### src/rtl/core/ftss_pkg.sv
// Shared constants and types for the five-track step trigger sequencer.
`timescale 1ns / 1ps

package ftss_pkg;

    localparam int STEPS_DEFAULT  = 16;
    localparam int TRACKS_DEFAULT = 5;

    localparam int BUTTONS  = 80;
    localparam int HALF_W   = 40;
    localparam int STEP_W   = 4;
    localparam int GATE_W   = 5;
    localparam int PULSE_W  = 8;
    localparam int DELAY_W  = 16;
    localparam int CFG_W    = 16;

    localparam logic [PULSE_W-1:0] PULSE_RESET = 8'd20;
    localparam logic [DELAY_W-1:0] DELAY_RESET = 16'd20000;

    typedef enum logic [0:0] {
        CFG_PULSE_LENGTH      = 1'b0,
        CFG_HOLD_REPEAT_DELAY = 1'b1
    } cfg_index_t;

endpackage

### src/rtl/core/five_track_step_trigger_sequencer_core.sv
// Step trigger sequencer core: pattern grid, step position, edit mode and trigger pulses.
// Path: an accepted request is held in the input register and moves on to the result register
// once the result slot is free; its result stays valid there until it is taken.
// Throughput: one request per cycle; while a result waits on a stalled output the input
// register takes one more request and then stalls the input.
// Reset clears all sequencer state and loads pulse length 20 and hold delay 20000.
`timescale 1ns / 1ps

module five_track_step_trigger_sequencer_core #(
    parameter int STEPS  = ftss_pkg::STEPS_DEFAULT,
    parameter int TRACKS = ftss_pkg::TRACKS_DEFAULT
) (
    input  logic                          clk,
    input  logic                          rst_n,

    input  logic                          cfg_we,
    input  logic                          cfg_index,
    input  logic [ftss_pkg::CFG_W-1:0]    cfg_data,

    input  logic                          in_valid,
    output logic                          in_stall,
    input  logic                          reset_level,
    input  logic                          advance_level,
    input  logic                          edit_button,
    input  logic [ftss_pkg::HALF_W-1:0]   buttons_low,
    input  logic [ftss_pkg::HALF_W-1:0]   buttons_high,

    output logic                          out_valid,
    input  logic                          out_stall,
    output logic [ftss_pkg::GATE_W-1:0]   trigger_gates,
    output logic                          edit_lamp,
    output logic [ftss_pkg::HALF_W-1:0]   lights_low,
    output logic [ftss_pkg::HALF_W-1:0]   lights_high,
    output logic [ftss_pkg::STEP_W-1:0]   step_now
);

    localparam int CELLS = STEPS * TRACKS;
    localparam int SH_W  = $clog2(CELLS + 1);

    // Configuration registers.
    logic [ftss_pkg::PULSE_W-1:0] pulse_len_reg;
    logic [ftss_pkg::DELAY_W-1:0] hold_delay_reg;

    // Input register.
    logic                          ir_valid_reg;
    logic                          ir_reset_reg;
    logic                          ir_advance_reg;
    logic                          ir_edit_reg;
    logic [ftss_pkg::BUTTONS-1:0]  ir_buttons_reg;

    // Sequencer state.
    logic [CELLS-1:0]              pattern_reg;
    logic [CELLS-1:0]              pattern_next;
    logic [ftss_pkg::STEP_W-1:0]   pos_reg;
    logic [ftss_pkg::STEP_W-1:0]   pos_next;
    logic                          edit_reg;
    logic                          edit_next;
    logic [ftss_pkg::DELAY_W-1:0]  lock_reg;
    logic [ftss_pkg::DELAY_W-1:0]  lock_next;
    logic [ftss_pkg::PULSE_W-1:0]  cnt_reg  [TRACKS];
    logic [ftss_pkg::PULSE_W-1:0]  cnt_next [TRACKS];
    logic                          last_rst_reg;
    logic                          last_adv_reg;
    logic                          last_edit_reg;

    // Result register.
    logic                          out_valid_reg;
    logic [ftss_pkg::GATE_W-1:0]   gates_reg;
    logic                          edit_lamp_reg;
    logic [ftss_pkg::BUTTONS-1:0]  lights_reg;
    logic [ftss_pkg::STEP_W-1:0]   step_reg;

    logic                          proc;
    logic                          accept;
    logic                          rst_edge;
    logic                          adv_edge;
    logic                          edit_edge;
    logic [ftss_pkg::STEP_W-1:0]   pos_a;
    logic [SH_W-1:0]               row_shift;
    logic [SH_W-1:0]               view_shift;
    logic [CELLS-1:0]              row_window;
    logic [TRACKS-1:0]             row_bits;
    logic [2*CELLS-1:0]            lights_rot;
    logic [2*CELLS-1:0]            flip_rot;
    logic [CELLS-1:0]              held;
    logic [CELLS-1:0]              flip;
    logic [ftss_pkg::BUTTONS-1:0]  lights_c;
    logic [ftss_pkg::GATE_W-1:0]   gates_c;
    logic [ftss_pkg::PULSE_W-1:0]  cnt_load;

    // A request moves from the input register to the result register when the
    // result slot is empty or being emptied in this cycle.
    assign proc     = ir_valid_reg && (!out_valid_reg || !out_stall);
    assign in_stall = ir_valid_reg && !proc;
    assign accept   = in_valid && !in_stall;

    always_comb
    begin
        rst_edge  = ir_reset_reg && !last_rst_reg;
        adv_edge  = ir_advance_reg && !last_adv_reg;
        edit_edge = ir_edit_reg && !last_edit_reg;

        pos_a      = rst_edge ? '0 : pos_reg;
        row_shift  = SH_W'(pos_a) * SH_W'(TRACKS);
        row_window = pattern_reg >> row_shift;
        row_bits   = row_window[TRACKS-1:0];

        if (adv_edge)
        begin
            pos_next = (pos_a == ftss_pkg::STEP_W'(STEPS - 1)) ? '0 : pos_a + 1'b1;
        end
        else
        begin
            pos_next = pos_a;
        end

        edit_next  = edit_reg ^ edit_edge;
        view_shift = edit_next ? '0 : SH_W'(pos_next) * SH_W'(TRACKS);

        // Button i addresses cell (i + shift) mod CELLS: the lights are the
        // pattern rotated down by the shift, the toggles are the held buttons
        // rotated up by it.
        lights_rot = {pattern_reg, pattern_reg} >> view_shift;
        lights_c   = ftss_pkg::BUTTONS'(lights_rot[CELLS-1:0]);

        held     = ir_buttons_reg[CELLS-1:0];
        flip_rot = {held, held} >> (SH_W'(CELLS) - view_shift);
        flip     = flip_rot[CELLS-1:0];

        if (lock_reg == '0)
        begin
            pattern_next = pattern_reg ^ flip;
            lock_next    = (|held) ? hold_delay_reg : '0;
        end
        else
        begin
            pattern_next = pattern_reg;
            lock_next    = lock_reg - 1'b1;
        end

        gates_c  = '0;
        cnt_load = '0;
        for (int t = 0; t < TRACKS; t++)
        begin
            cnt_load    = (adv_edge && row_bits[t]) ? pulse_len_reg : cnt_reg[t];
            gates_c[t]  = (cnt_load != '0);
            cnt_next[t] = gates_c[t] ? cnt_load - 1'b1 : cnt_load;
        end
    end

    always_ff @(posedge clk or negedge rst_n)
    begin
        if (!rst_n)
        begin
            pulse_len_reg  <= ftss_pkg::PULSE_RESET;
            hold_delay_reg <= ftss_pkg::DELAY_RESET;
        end
        else if (cfg_we)
        begin
            case (cfg_index)
                ftss_pkg::CFG_PULSE_LENGTH:
                    pulse_len_reg  <= cfg_data[ftss_pkg::PULSE_W-1:0];
                ftss_pkg::CFG_HOLD_REPEAT_DELAY:
                    hold_delay_reg <= cfg_data[ftss_pkg::DELAY_W-1:0];
                default:
                    pulse_len_reg  <= pulse_len_reg;
            endcase
        end
    end

    always_ff @(posedge clk or negedge rst_n)
    begin
        if (!rst_n)
        begin
            ir_valid_reg <= 1'b0;
        end
        else if (accept)
        begin
            ir_valid_reg <= 1'b1;
        end
        else if (proc)
        begin
            ir_valid_reg <= 1'b0;
        end
    end

    always_ff @(posedge clk)
    begin
        if (accept)
        begin
            ir_reset_reg   <= reset_level;
            ir_advance_reg <= advance_level;
            ir_edit_reg    <= edit_button;
            ir_buttons_reg <= {buttons_high, buttons_low};
        end
    end

    always_ff @(posedge clk or negedge rst_n)
    begin
        if (!rst_n)
        begin
            pattern_reg   <= '0;
            pos_reg       <= '0;
            edit_reg      <= 1'b0;
            lock_reg      <= '0;
            last_rst_reg  <= 1'b0;
            last_adv_reg  <= 1'b0;
            last_edit_reg <= 1'b0;
            for (int t = 0; t < TRACKS; t++)
            begin
                cnt_reg[t] <= '0;
            end
        end
        else if (proc)
        begin
            pattern_reg   <= pattern_next;
            pos_reg       <= pos_next;
            edit_reg      <= edit_next;
            lock_reg      <= lock_next;
            last_rst_reg  <= ir_reset_reg;
            last_adv_reg  <= ir_advance_reg;
            last_edit_reg <= ir_edit_reg;
            for (int t = 0; t < TRACKS; t++)
            begin
                cnt_reg[t] <= cnt_next[t];
            end
        end
    end

    always_ff @(posedge clk or negedge rst_n)
    begin
        if (!rst_n)
        begin
            out_valid_reg <= 1'b0;
        end
        else if (proc)
        begin
            out_valid_reg <= 1'b1;
        end
        else if (!out_stall)
        begin
            out_valid_reg <= 1'b0;
        end
    end

    always_ff @(posedge clk)
    begin
        if (proc)
        begin
            gates_reg     <= gates_c;
            edit_lamp_reg <= edit_next;
            lights_reg    <= lights_c;
            step_reg      <= pos_next;
        end
    end

    assign out_valid     = out_valid_reg;
    assign trigger_gates = gates_reg;
    assign edit_lamp     = edit_lamp_reg;
    assign lights_low    = lights_reg[ftss_pkg::HALF_W-1:0];
    assign lights_high   = lights_reg[ftss_pkg::BUTTONS-1:ftss_pkg::HALF_W];
    assign step_now      = step_reg;

    a_pos_in_range: assert property (@(posedge clk) disable iff (!rst_n)
        pos_reg <= ftss_pkg::STEP_W'(STEPS - 1))
        else $error("step position beyond last step");

    a_lockout_freezes_pattern: assert property (@(posedge clk) disable iff (!rst_n)
        (proc && lock_reg != '0) |=>
            (lock_reg == $past(lock_reg) - 1'b1) && $stable(pattern_reg))
        else $error("lockout did not count down or pattern changed during lockout");

    a_idle_holds_state: assert property (@(posedge clk) disable iff (!rst_n)
        !proc |=> $stable(pattern_reg) && $stable(pos_reg) && $stable(lock_reg))
        else $error("sequencer state changed without a request");

    a_result_matches_state: assert property (@(posedge clk) disable iff (!rst_n)
        proc |=> out_valid_reg && (step_reg == pos_reg) && (edit_lamp_reg == edit_reg))
        else $error("result register out of step with sequencer state");

endmodule

### config.mk
export PLATFORM = sky130hd
export DESIGN_NAME = five_track_step_trigger_sequencer_core
export DESIGN_NICKNAME = d
export VERILOG_FILES = /design/src/rtl/core/ftss_pkg.sv /design/src/rtl/core/five_track_step_trigger_sequencer_core.sv
export SDC_FILE = /design/constraint.sdc
export NUM_CORES = 1
export LEC_CHECK = 0
export BUFFER_PORTS_ARGS = -buffer_cell sky130_fd_sc_hd__buf_2
export CORE_UTILIZATION = 43
export CTS_CLUSTER_SIZE = 24
export DETAILED_ROUTE_END_ITERATION = 10
export MAX_ROUTING_LAYER = met4
export PLACE_DENSITY = 0.64
export REMOVE_ABC_BUFFERS = 1
export SLEW_MARGIN = 20
export SYNTH_ARGS = -nofsm -noshare
export SYNTH_HDL_FRONTEND = slang
export SYNTH_SLANG_ARGS = --single-unit
### constraint.sdc
create_clock -name clk -period 5.5 [get_ports clk]
set_clock_uncertainty 0.2 [all_clocks]
set_input_delay 0.55 -clock clk [delete_from_list [all_inputs] [get_ports clk]]
set_output_delay 0.55 -clock clk [all_outputs]
set_load 0.03 [all_outputs]
==> results.md, run 1 <==
- Max H-tree Level: 2
- Final Cell Area: 37900 um2
- Status: finished, final reports clean
- Share of cells above drive strength 1: 0.254
- Starting Density: 0.438
- Max-Cap Viols: 0
- Most common cell after layout, fill and taps aside: buf_4
- Fill cell count: 6430
- Sequential share of power: 0.142
- ANT nets after route: 0
- R2R Setup Slk: 0.04 ns
- DP Area: 35100 um2
- Post-place setup slack: -0.277 ns
- Core Area: 69200 um2
- Layout Nets: 4090
- FF+latch count, synth: 343
- Final period demand of the worst path: 5.46 ns
- DRC Markers: 0
- Slew Limit Fails: 0
- Post-DP HPWL: 106 mm
- Hold path endpoint: out_valid
- Hold Crit Class: primary input to flip-flop
- Longest Clk Path Bufs: 3
- Max Fclk: 183 MHz
- Slew @ Worst Pin: 1.16 ns
- Async set or reset register ratio after synthesis: 0.496
- DIE WIDTH: 267 um
- Critical Path Fanout Max: 7
- Die Y: 267 um
- Total Routed Length: 138 mm
- Area contributors post-synth: edfxtp_1 (17%), mux2i_1 (15%), dfrtp_1 (13%)
- Num ports: 197
- Cell Rows: 96
- Die area: 71500 um2
- Clock-pin slew on the worst setup and hold paths: 0.06 ns
- Num CTS Buffers: 41
- Router iterations before antenna repair: 8
- Pin count of the biggest net entering global routing: 105
- Synthesized instance count: 3441
- Pwr/cell area: 705 nW/um2
- Via density: 6.41
- RR Startpoint: last_rst_reg
- Sequential element share of the synthesized area: 0.312
- Yosys warning count: 0
- Startpoint Class: flip-flop
- Post-DR wirelength/cell: 27.9 um
- RSZ-0062 raised after global routing: true
- CTS root buffer: clkbuf_16
- Switching share of total power: 0.508
- Via count: 31700
- Slew HR: 0.226
- Routability cong.: 1.09
- Leak: 16.2 nW
- Final setup margin: 0.0355 ns
- CTS Sinks: 343
- Main synth FF type: edfxtp_1
- Internal power: 13.2 mW
- Synth-to-Final Area Change: 25.2%
- Worst-Skew Late Latency: 0.62 ns
- Post-synth top area share: 0.171
- All-Layer GR Usage: 0.391
- 1st-iter DRT viols: 3931
- Initial antenna violation count: 0
- Final period util: 0.994
- Worst hold start: out_stall
- Worst Path Required: 5.83 ns
- Largest area contributor in the netlist: edfxtp_1
- CTS tree: built
- Final Core Density: 0.548
- First-pass GRT wire length: 201 mm
- Logic pwr share: 0.751
- Switching power: 13.6 mW
- Final hold viol count: 0
- Avg Inst Size Synth: 8.80 um2
- Post-Syn Area: 30300 um2
- Reg2Reg Depth: 24
- Power consumption: 26.7 mW
- Kind of critical path: flip-flop to flip-flop
- Yosys cell types: 86
- Vias in the first global route: 29900
- CP arrival: 5.79 ns
- GRT overflow: 0
- Crit. End Element: flip-flop
- Max VDD drop: 0.431 mV
- Leading cell types in the layout, fill and taps excluded: buf_4 (457), mux2i_1 (451), nand2_1 (440)
- Power share of the clock group: 0.107
- R2R Path End: pattern_reg[20]
- Hold path cells: 3
- Final setup vio count: 0
- Input/output buffers: 196
- EDFF count, synth: 173
power groups by stage:
stage	Combinational (mW)	Sequential, mW	Clock, mW
2_1_floorplan	9.92	3.97	0
3_3_place_gp	18.8	3.81	0
4_1_cts	19.1	3.77	2.90
3_5_place_dp	18.7	3.81	0
6_report	20.1	3.79	2.86
5_1_grt	20.9	3.84	2.99
kinds of logic (layout without fill, tap and decap cells):
kind of cell | after synthesis | in the layout | synth area share
AOI/OAI and AO/OA | 1062 | 1062 | 0.233
xor gates and xnor gates | 94 | 94 | 0.0279
adders and majority gates | 14 | 14 | 0.00603
buffers and inverters | 327 | 889 | 0.0466
DFF | 343 | 343 | 0.312
muxes | 642 | 642 | 0.236
other | 0 | 1 | 0
and+or+nand+nor | 959 | 960 | 0.138
critical path, cell delays in order, from the launching register on:
cell       delay, ns
dfrtp_1         0.38
nand2b_4        0.15
nand2_1         0.10
inv_2           0.06
ha_4            0.16
a21o_1          0.16
a211oi_2        0.20
or2_1           0.22
ha_4            0.23
ha_4            0.16
fa_2            0.62
nor3_1          0.06
o21ai_1         0.16
buf_4           0.20
and2_4          0.29
buf_6           0.16
clkbuf_16       0.17
mux2i_4         0.10
a22oi_2         0.20
nand2_2         0.11
a222oi_1        0.34
nand2_1         0.19
a222oi_1        0.43
buf_4           0.20
xnor2_1         0.10
synthesized netlist by cell type, types with 42 or more instances:
cell type / instances
a211oi_1: 58
a22o_1: 50
mux2_2: 126
xnor2_1: 53
nand3_1: 53
dfrtp_1: 163
edfxtp_1: 173
mux4_2: 43
buf_2: 70
o22ai_1: 81
clkbuf_1: 152
o21ai_0: 222
nand2_1: 446
a21oi_1: 241
a22oi_1: 54
nor3_1: 50
mux2i_1: 467
buf_1: 48
nor2_1: 245
nor4_1: 42
timing repair:
action / CTS / global route
buffers inserted: 9 / 11
pin swaps: 3 / 17
hold buffers: 96 / 0
hold endpoints to repair: 169 / 0
cloned: 1 / 2
endpoints found under the setup margin: 37 / 91
gates resized for setup: 22 / 40
per-layer routing:
layer  global-route usage  share of wire  vias up
li1                     -              -    14200
met2                0.590           0.44     1826
met3               0.0669          0.088      407
met1                0.487           0.40    15200
met4                0.239          0.071        0
met5                    -              0        -
cell type report:
class | instances | area (um2) | area share
Inverter | 39 | 156 | 0.00412
Multi-Input combinational cell | 2772 | 19900 | 0.525
Tap cell | 931 | 1160 | 0.0307
Clock inverter | 28 | 315 | 0.00831
Antenna cell | 1 | 2.50 | 0.0000660
Clock buffer | 48 | 1080 | 0.0286
Timing Repair Buffer | 774 | 5860 | 0.154
Sequential cell | 343 | 9460 | 0.249
metrics by stage:
step                      hold slack, ns  TNS (ns)  instances
after floorplan                   0.0544  -1039.19       3153
after global placement             0.260    -0.630       4741
after detailed placement           0.258    -0.575       4741
after CTS                        0.00596   -0.0973       4923
after global routing              0.0253     -1.44       4935
final                             0.0120         0       4936
worst max path at each step:
stage	startpoint	to	slack [ns]	cells after the start
final	last_rst_reg	pattern_reg[20]	0.04	24
after detailed placement	last_rst_reg	pattern_reg[63]	-0.28	23
after floorplan	ir_edit_reg	pattern_reg[16]	-8.87	15
after global placement	last_rst_reg	pattern_reg[63]	-0.27	23
after CTS	last_rst_reg	pattern_reg[79]	-0.04	25
after global routing	last_rst_reg	pattern_reg[79]	-0.07	25
No activity file was read; power rests on OpenSTA's default activity.
==> run 2, diff against run 1 <==
Settings changed: CELL_PAD_IN_SITES_DETAIL_PLACEMENT from default to 2, CELL_PAD_IN_SITES_GLOBAL_PLACEMENT from default to 2, CORE_UTILIZATION 43 to 35, PLACE_DENSITY 0.64 to 0.8.
==> results.md, run 2 (synthesis results as in run 1) <==
- Status: complete, but fails checks
- Failing checks: negative setup slack
- Slowest stage delay, CP: 0.60 ns (-0.02 ns)
- Core Area: 85400 um2 (+23%)
- Slew Limit Fails: 0 (unchanged)
- Num ports: 197 (unchanged)
- Max Fclk: 170 MHz (-6.9%)
- 1st-iter DRT viols: 3173 (-19%)
- Worst hold start: cfg_data[1]
- Slew @ Worst Pin: 1.14 ns (-0.0157 ns)
- Vias in the first global route: 34400 (+15%)
- Final setup vio count: 33 (+33)
- Die area: 87700 um2 (+23%)
- Non-Filler Instances: 5040 (+2.1%)
- Starting Density: 0.355 (-0.0832)
- Num CTS Buffers: 45 (+9.8%)
- Crit path top cell by count: buf_4
- Critical Path Fanout Max: 11 (+4)
- Final setup margin: -0.370 ns (-0.406 ns)
- Routability cong.: 1.02 (-6.2%)
- Hold slack: 0.0403 ns (+0.0283 ns)
- Layout Nets: 3978 (-2.7%)
- R2R Setup Slk: -0.37 ns (-0.41 ns)
- Max-Cap Viols: 0 (unchanged)
- Max H-tree Level: 2 (unchanged)
- ANT nets after route: 0 (unchanged)
- R2R Path End: pattern_reg[62]
- First-pass GRT wire length: 241 mm (+19%)
- Leak: 15.8 nW (-2.8%)
- Switching share of total power: 0.541 (+0.0336)
- Die Y: 296 um (+11%)
- Logic pwr share: 0.741 (-0.010)
- Input/output buffers: 196 (unchanged)
- DRC Markers: 0 (unchanged)
- Hold Crit Class: primary input to flip-flop
- GRT overflow: 0 (unchanged)
- Cell Rows: 107 (+11%)
- Longest Clk Path Bufs: 3 (unchanged)
- CTS tree: built
- CTS root buffer: clkbuf_16
- Synth-to-Final Area Change: 24.5%
- Crit-path cells: nand2b_4 > nand2_2 > inv_1 > ha_4 > and3b_1 > a31oi_2 > buf_4 > nor2_4 > inv_2 > ha_2 > buf_4 > xnor2_4 > buf_12 > buf_12 > buf_4 > mux2i_1 > mux2i_1 > a22oi_1 > nand2_1 > a21oi_1 > o22ai_1 > a222oi_1 > buf_4 > xnor2_1
- Placed cell count: 4848 (+2.3%)
- Internal power: 12.4 mW (-5.8%)
- Critical Path Source: last_rst_reg
- Pwr/cell area: 717 nW/um2 (+1.7%)
- CP arrival: 6.16 ns (+0.37 ns)
- Worst Path Required: 5.79 ns (-0.04 ns)
- Switching power: 14.6 mW (+7.8%)
- Initial antenna violation count: 1 (+1)
- CTS Sinks: 343 (unchanged)
- Post-DR wirelength/cell: 33.7 um (+21%)
- Final Core Density: 0.442 (-0.107)
- Worst path depth: 24 (unchanged)
- Most common cell after layout, fill and taps aside: nand2_1
- Slowest-stage cell, CP: mux2i_1
- Crit. End Element: flip-flop
- Crit path capture: pattern_reg[62]
- Pin count of the biggest net entering global routing: 104 (-0.95%)
- Final hold viol count: 0 (unchanged)
- Via density: 6.61 (+3.1%)
- Power consumption: 27.0 mW (+1.1%)
- DIE WIDTH: 296 um (+11%)
- Kind of critical path: flip-flop to flip-flop
- Startpoint Class: flip-flop
- RR Startpoint: last_rst_reg
- RSZ-0062 raised after global routing: true
- Final period util: 1.07 (+0.0737)
- All-Layer GR Usage: 0.379 (-0.0113)
- Router iterations before antenna repair: 6 (-2)
- Share of cells above drive strength 1: 0.246 (-0.00778)
- Leading cell types in the layout, fill and taps excluded: nand2_1 (440), mux2i_1 (415), buf_4 (334)
- Power share of the clock group: 0.115 (+0.008)
- Slew HR: 0.232 (+0.00643)
- Total Routed Length: 170 mm (+24%)
- Final period demand of the worst path: 5.87 ns (+0.406 ns)
- Sequential share of power: 0.144 (+0.002)
- Post-place setup slack: -0.196 ns (+0.0804 ns)
- Clock-pin slew on the worst setup and hold paths: 0.07 ns (about the same)
- Reg2Reg Depth: 24 (unchanged)
- Post-DP HPWL: 121 mm (+14%)
- Via count: 33300 (+5.2%)
- Cell family with most CP delay: buffers and inverters
- Worst-Skew Late Latency: 0.66 ns (+0.04 ns)
- Buf/Inv on CP: 8 (+3)
- Max VDD drop: 0.351 mV (-18%)
[run 2: power by group through the flow]
stage / Clock [mW] / Sequential [mW] / Combinational (mW)
after floorplan: 0 / 3.97 / 9.92
after global placement: 0 / 3.84 / 17.5
after detailed placement: 0 / 3.88 / 17.9
after CTS: 3.11 / 3.84 / 18.2
after global routing: 3.21 / 3.93 / 20.5
final: 3.11 / 3.89 / 20.0
[run 2: repair_timing]
| item | CTS | global route |
|---|---|---|
| gates resized for setup | 20 | 97 |
| cloned | 0 | 5 |
| pin swaps | 1 | 10 |
| hold buffers | 96 | 0 |
| buffers inserted | 4 | 3 |
| hold endpoints to repair | 157 | 0 |
| setup endpoints to repair | 44 | 96 |
[run 2: layer usage]
layer	vias up	global-route usage	wire [um]
met2	1744	0.602	78700
met4	0	0.207	11700
met5	-	-	0
li1	14000	-	-
met3	572	0.0578	12600
met1	17000	0.462	67000
[run 2: worst min-delay path by stage]
stage | depth (start not counted) | slack [ns] | end
6_report | 2 | 0.04 | pulse_len_reg[1]
5_1_grt | 2 | 0.03 | pulse_len_reg[1]
4_1_cts | 2 | 0.004 | pulse_len_reg[1]
3_5_place_dp | 2 | 0.30 | last_rst_reg
3_3_place_gp | 2 | 0.28 | lock_reg[14]
2_1_floorplan | 0 | 0.05 | cnt_reg[0]
[run 2: worst register-to-register path: cells and delay by family (launching register included)]
kind | cells | cell delay (ns)
flops | 1 | 0.39
simple gates | 5 | 0.78
xor+xnor | 2 | 0.22
fa+ha+maj | 2 | 0.45
mux | 2 | 1.00
compound gates | 5 | 1.33
buf+inv | 8 | 1.38
[run 2: area by class of cell]
class | instances | area, um2
Sequential cell | 343 | 9460
Inverter | 39 | 156
Timing Repair Buffer | 659 | 5090
Antenna cell | 1 | 2.50
Clock buffer | 58 | 1270
Clock inverter | 25 | 215
Multi-Input combinational cell | 2771 | 20100
Fill cell | 9358 | 47700
Tap cell | 1144 | 1430
[run 2: through the flow]
step	area (um2)	TNS (ns)
finish	37700	-4.17
global route	37700	-9.43
CTS	37100	-0.0867
detailed placement	34600	-2.34
global placement	34600	-0.0301
floorplan	29000	-1039.19
